==> src/hdl/ppu_pkg.sv <==
`timescale 1ns / 1ps

package ppu_pkg;

  // Field widths
  localparam int COORD_W = 16;
  localparam int LIFE_W  = 16;
  localparam int SCALE_W = 16;
  localparam int PAIR_W  = 2 * SCALE_W;

  // Command codes
  localparam logic CMD_ADD  = 1'b0;
  localparam logic CMD_TICK = 1'b1;

  typedef logic [2:0][COORD_W-1:0] vec3_t;

  // One stored particle; element 0 of each vector is x
  typedef struct packed {
    vec3_t             pos;
    vec3_t             vel;
    vec3_t             acc;
    logic [PAIR_W-1:0] scale_pair;
    logic [LIFE_W-1:0] life;
    logic [LIFE_W-1:0] age;
  } ppu_rec_t;

  // Signed Q8.8 add, clamped to the 16-bit range
  function automatic logic [COORD_W-1:0] sat_add(input logic [COORD_W-1:0] a,
                                                 input logic [COORD_W-1:0] b);
    logic [COORD_W:0] sum;
    sum = {a[COORD_W-1], a} + {b[COORD_W-1], b};
    if (sum[COORD_W] != sum[COORD_W-1]) begin
      sat_add = sum[COORD_W] ? {1'b1, {(COORD_W-1){1'b0}}} : {1'b0, {(COORD_W-1){1'b1}}};
    end else begin
      sat_add = sum[COORD_W-1:0];
    end
  endfunction

endpackage

==> src/hdl/ppu_div.sv <==
`timescale 1ns / 1ps

// Restoring divider, one quotient bit per cycle.
// The caller guarantees the quotient fits in LIFE_W bits (dividend high half
// below the divisor).
module ppu_div (
  input  logic                         clk,
  input  logic                         rst_n,
  input  logic                         start,
  input  logic [2*ppu_pkg::LIFE_W-1:0] dividend,
  input  logic [ppu_pkg::LIFE_W-1:0]   divisor,
  output logic                         done,
  output logic [ppu_pkg::LIFE_W-1:0]   quotient
);
  import ppu_pkg::*;

  localparam int STEP_W = $clog2(LIFE_W + 1);

  logic [STEP_W-1:0] step_r;
  logic              done_r;
  logic [LIFE_W-1:0] rem_r;
  logic [LIFE_W-1:0] quo_r;

  logic [LIFE_W:0]   trial;
  logic              fits;
  logic [LIFE_W:0]   diff;

  // Shift in the next dividend bit and try a subtract
  assign trial = {rem_r, quo_r[LIFE_W-1]};
  assign fits  = trial >= {1'b0, divisor};
  assign diff  = trial - {1'b0, divisor};

  // Control
  always_ff @(posedge clk) begin
    if (!rst_n) begin
      step_r <= '0;
      done_r <= 1'b0;
    end else begin
      done_r <= (step_r == STEP_W'(1));
      if (start) begin
        step_r <= STEP_W'(LIFE_W);
      end else if (step_r != '0) begin
        step_r <= step_r - STEP_W'(1);
      end
    end
  end

  // Datapath
  always_ff @(posedge clk) begin
    if (start) begin
      rem_r <= dividend[2*LIFE_W-1:LIFE_W];
      quo_r <= dividend[LIFE_W-1:0];
    end else if (step_r != '0) begin
      rem_r <= fits ? diff[LIFE_W-1:0] : trial[LIFE_W-1:0];
      quo_r <= {quo_r[LIFE_W-2:0], fits};
    end
  end

  assign done     = done_r;
  assign quotient = quo_r;

endmodule

==> config.mk <==
export PLATFORM = sky130hd
export DESIGN_NAME = ppu_div
export DESIGN_NICKNAME = d
export VERILOG_FILES = /design/src/hdl/ppu_pkg.sv /design/src/hdl/ppu_div.sv
export SDC_FILE = /design/constraint.sdc
export NUM_CORES = 1
export LEC_CHECK = 0
export BUFFER_PORTS_ARGS = -buffer_cell sky130_fd_sc_hd__buf_2
export CELL_PAD_IN_SITES_DETAIL_PLACEMENT = 1
export CELL_PAD_IN_SITES_GLOBAL_PLACEMENT = 2
export CORE_UTILIZATION = 33
export DETAILED_ROUTE_END_ITERATION = 6
export PLACE_DENSITY_LB_ADDON = 0.08
export SYNTH_ARGS = -nofsm -noshare
export SYNTH_HDL_FRONTEND = slang
export SYNTH_SLANG_ARGS = --single-unit
==> constraint.sdc <==
create_clock -name clk -period 3.6 [get_ports clk]
set_clock_uncertainty 0.15 [all_clocks]
set_input_delay 0.72 -clock clk [delete_from_list [all_inputs] [get_ports clk]]
set_output_delay 0.72 -clock clk [all_outputs]
set_load 0.005 [all_outputs]
Word-level counts from Yosys, hierarchy flattened. Index checks and enable logic that the tools add are counted.

Input bits: 51. Output and inout port bits: 17. Logic and storage cells: 20. Bits in registers: 38. ROM bits: 0. Bits in latches: 0. Memories kept: 0. RAM bits: 0.

Add/subtract/negate cells: 2. $lt $le $gt $ge: 1. Mux-type cells: 7. Multiply operators: 0. Bitwise operators: 1. Reduce and logical (&&, ||, !) cells: 3. Equality and inequality tests: 1. Shift operators: 0. Div/mod/pow operators: 0.

Operators with widths (count): 16-bit 2-to-1 mux (5); 17-bit by 16-bit >= comparator with 1-bit output (1); 16-bit subtractor (1); 5-bit 2-to-1 mux (2); 5-bit by 1-bit equality test with 1-bit output, second input constant (1); 5-bit nonzero test (1); 5-bit by 1-bit subtractor with 5-bit output, second input constant (1); 2-bit nonzero test (1); 2-bit OR reduction (1); 1-bit inverter (1).

Logic depth before layout (Yosys ltp).
Depth in word-level cells: 4. Depth in mapped cells: 11. Depth with buffers taken out: 11.

Worst setup path after synthesis. OpenSTA, ideal clock, no wires.

Kind: in2reg. From: input port divisor[0] (netlist bit). To: register rem_r[14], data pin. Setup time: 0.261 ns. Path buffers: 0. Slack: 0.495 ns. Stages: 10. Data arrival time: 2.694 ns. Required time: 3.189 ns. Cell sequence: ha_1 inv_1 fa_1 a21oi_1 o221ai_2 o211ai_1 o21bai_1 a221oi_1 xnor2_1 a221o_1.

Cells in the longest elaborated chain, start to end: 4. Elaborated cells between the ends (all ways): 5. Classes of those cells: 1 x add/sub; 1 x order compare; 3 x mux.

Ends and longest elaborated chain: start: declaration (RTL line ppu_div.sv:11) `input logic [ppu_pkg::LIFE_W-1:0] divisor,`; 16-bit subtractor or 17-bit by 16-bit >= comparator with 1-bit output (tied branches) (RTL line ppu_div.sv:31, ppu_div.sv:30); 16-bit 2-to-1 mux (*) (RTL line ppu_div.sv:54) `rem_r <= fits ? diff[LIFE_W-1:0] : trial[LIFE_W-1:0];`; 16-bit 2-to-1 mux (*) (RTL line ppu_div.sv:53) `end else if (step_r != '0) begin`; 16-bit 2-to-1 mux (*) (RTL line ppu_div.sv:50) `if (start) begin`; end signal: assignment (RTL line ppu_div.sv:51) `rem_r <= dividend[2*LIFE_W-1:LIFE_W];`; end signal: assignment (RTL line ppu_div.sv:54); end: declaration (RTL line ppu_div.sv:21) `logic [LIFE_W-1:0] rem_r;`.

Mark *: on every way between the ends. The rest lies on a longest branch, timed or not. The select of a mux whose other input is x is not followed. A chain may end at the register's enable or synchronous reset.

Worst setup path after layout.
From: register quo_r[15], in the netlist quotient[15]. To: register rem_r[14], data pin.

Cells in the longest elaborated chain, start to end: 4. Elaborated cells between the ends (all ways): 5. Classes of those cells: 1 x add/sub; 1 x order compare; 3 x mux.

Ends and longest elaborated chain: start: declaration (RTL line ppu_div.sv:22) `logic [LIFE_W-1:0] quo_r;`; start signal: assignment (RTL line ppu_div.sv:52) `quo_r <= dividend[LIFE_W-1:0];`; start signal: assignment (RTL line ppu_div.sv:55) `quo_r <= {quo_r[LIFE_W-2:0], fits};`; 16-bit subtractor or 17-bit by 16-bit >= comparator with 1-bit output (tied branches) (RTL line ppu_div.sv:31, ppu_div.sv:30); 16-bit 2-to-1 mux (*) (RTL line ppu_div.sv:54); 16-bit 2-to-1 mux (*) (RTL line ppu_div.sv:53); 16-bit 2-to-1 mux (*) (RTL line ppu_div.sv:50).

Marks and branches as above.

==> metrics.yaml <==
wire_per_inst_um: 15.1
pwr-share-comb_pct: 54.3
yosys_warnings: 0
seq_area_um2: 1080
crit_start: "quotient[15]"
track_usage_pct: 15.8
place_hpwl_mm: 4.90
place_inst: 413
path_delay_family: "compound AO/OA/AOI/OAI gates"
rr_endpoint: "rem_r[14]"
crit_end: "rem_r[14]"
stdcell_count: 421
areaGrowthSynthToFinish_pct: 20.4
clk_pin_slew_ps: 80
cp_data_required_time_ps: 3500
powerDensity_nw_per_um2: 746
crit_slowest_cell: "edfxtp_1"
post_cts_buffers: 0
critPathKind: "reg2reg"
initial_core_util_pct: 34.1
max_freq_mhz: 317
chipWidth_um: 91.3
cp.depth: 11
syn-cell-area_um2: 2630
setup_viol: 0
first_global_vias: 2082
core_area_um2: 7730
diodes: 0
grt_start_max_net_pins: 55
whs_path_depth: 2
drtIter0Drc: 109
nets: 389
r2r_slack_ps: 440
worstHoldPathType: "reg2reg"
synthCells: 247
rr_worst_depth: 11
fin_crit_sh_pct: 87.8
multiInputGateArea_um2: 1390
leakage_nw: 1.40
yosysSeqAreaShare_pct: 41.1
num_rows: 32
clock_path_buffers: 2
synth_cell_types: 45
hold_buffers: 0
critPathMaxStageDelay_ps: 400
overflow: 0
dr.pass1.iters: 6
rr_startpoint: "quotient[15]"
nFillCells: 910
io_buffers: 67
ys_ff_latch: 38
drive_gt1_share_pct: 33.2
start_kind: "flip-flop"
p_sw_share_pct: 40.1
die_y_um: 91.3
p_switching_mw: 0.948
cts_sinks: 38
die_area_um2: 8330
antenna_found_initial: 0
htreeDepth: 2
clkPwrFrac_pct: 12.2
viasPerCell: 4.92
irDropWorstVdd_mv: 0.255
antenna_left: 0
finalMaxSlewViolations: 0
syn_avg_cell_area_um2: 10.7
cts_tree: "done"
tightest_slew_ps: 935
outcome: "finished, final reports clean"
power_frac_seq_pct: 33.5
setup_tns_ps: 0
cp.arrival_ps: 3060
cap_violations: 0
cp_cell_sequence: "inv_1, ha_1, inv_1, fa_1, a21oi_1, o221ai_2, o211ai_1, o21bai_1, a221oi_1, xnor2_1, a221o_1"
path_common_cell: "inv_1"
syn_nets: 318
post-route-min-period_ps: 3160
route.detailed.drc: 0
grt_pass1_wl_mm: 10.2
report.final.hold_viol_count: 0
p_int_mw: 1.42
worst-path-buf-inv: 2
numCtsBuffers: 5
totalWireLength_mm: 6.34
total_power_mw: 2.36
ioPinCount: 68
clock_latency_ps: 290
cts.repair.resized: 0
place_congestion: 0.736
root_buffer: "clkbuf_8"
via_count: 2073
endpoint_kind: "flip-flop"
path_max_fanout: 4
slew-limit-headroom_pct: 37.7
rsz0062_at_grt: "false"
==> flip-flops by register name (all words and copies together), names as in the netlist <==
name and flops:
step_r 5, rem_r 16, done 1, quotient 16
==> synthesized netlist by cell type <==
library cell  count  area share, %
nand2_1          16            2.3
a21oi_1          10            1.9
o31a_1            1           0.33
o311a_1           1           0.38
a41oi_2           1           0.62
nor3_1            7            1.3
a2111oi_0         1           0.33
a221oi_1          1           0.33
mux2i_1           5            1.9
o21bai_1          3           0.86
o2111ai_1         1           0.33
and4bb_2          1           0.48
o221ai_2          1           0.57
nor2b_1           2           0.48
dfxtp_1           6            4.6
a21o_1            3           0.86
or2_2             2           0.48
nand3_1           2           0.38
mux2_2           20            8.6
fa_1              1           0.76
or4_1             1           0.29
nand2b_1          3           0.71
a211o_1           1           0.33
xnor2_1          13            4.3
o311ai_0          4            1.3
nand3b_1          4            1.1
nor2_1           10            1.4
o21ai_0          12            2.3
a221o_1           6            2.3
buf_6             4            1.7
inv_1            26            3.7
and2_1            3           0.71
xor2_1            3            1.0
and3_1            2           0.48
edfxtp_1         32             37
o211ai_1          2           0.57
and3b_1           5            1.7
clkbuf_1          4           0.57
nand4_1           2           0.48
ha_1             19            9.0
a31oi_1           1           0.24
o2bb2ai_1         1           0.33
a21oi_2           2           0.67
a211oi_1          1           0.29
o21ai_1           1           0.19
==> layout by cell type (no fill, tap or decap), types with 7 or more instances in the layout <==
cell type and n:
buf_2 67, edfxtp_1 32, inv_1 26, mux2_2 20, ha_1 19, nand2_1 16, xnor2_1 13, o21ai_0 12
a21oi_1 10, nor2_1 10, nor3_1 7
==> worst min-delay path by stage <==
stage	slack, ps	start	end
floorplan	330	step_r[1]	step_r[1]
global placement	360	step_r[1]	step_r[1]
detailed placement	370	step_r[1]	step_r[1]
CTS	380	step_r[1]	step_r[1]
global route	420	step_r[1]	step_r[1]
finish	370	step_r[1]	step_r[1]
==> logic make-up (layout without fill, tap and decap cells) <==
| family | after synthesis | after routing | share of synthesized area (%) |
|---|---|---|---|
| flops | 38 | 38 | 41.1 |
| fa+ha+maj | 20 | 20 | 9.80 |
| compound gates | 54 | 54 | 15.0 |
| mux | 25 | 25 | 10.5 |
| simple gates | 60 | 60 | 12.3 |
| xor+xnor | 16 | 16 | 5.33 |
| buf+inv | 34 | 106 | 5.99 |
==> power by group through the flow <==
stage               Clock, mW  Combinational, mW  Sequential, mW
finish                  0.288               1.28           0.792
global route            0.313               1.45           0.809
CTS                     0.300               1.30           0.793
detailed placement          0               1.28           0.798
global placement            0               1.29           0.803
floorplan                   0              0.950           0.759
==> layout make-up <==
class | count | share of cell area, %
multi-input cells | 175 | 43.9
repair buffers | 72 | 12.2
well taps | 102 | 4.03
clock inverters | 3 | 0.513
clock buffers | 5 | 2.17
inverters | 26 | 3.08
flip-flops and latches | 38 | 34.1
==> metrics by stage <==
stage / hold slack, ps / setup slack [ps] / utilization (%) / cell area (um^2)
after CTS: 378 / 401 / 41.0 / 3170
final: 370 / 441 / 41.0 / 3170
after floorplan: 334 / 495 / - / 2630
after detailed placement: 367 / 128 / 39.9 / 3080
after global placement: 357 / 133 / 39.9 / 3080
after global routing: 421 / 186 / 41.0 / 3170
==> routing by layer <==
layer	vias up	GRT usage, %	part of all wire [%]
li1	1053	-	-
met1	967	22.6	49
met2	48	23.6	44
met3	5	3.77	5.5
met4	0	4.37	1.2
met5	-	0	0
==> worst reg2reg max path, delay by kind of cell, from the launching register on <==
family	cells	cell delay, ps
compound gates	6	1500
flops	1	400
buf+inv	2	180
fa+ha+maj	2	580
xor+xnor	1	120
No activity file was read; power rests on OpenSTA's default activity.
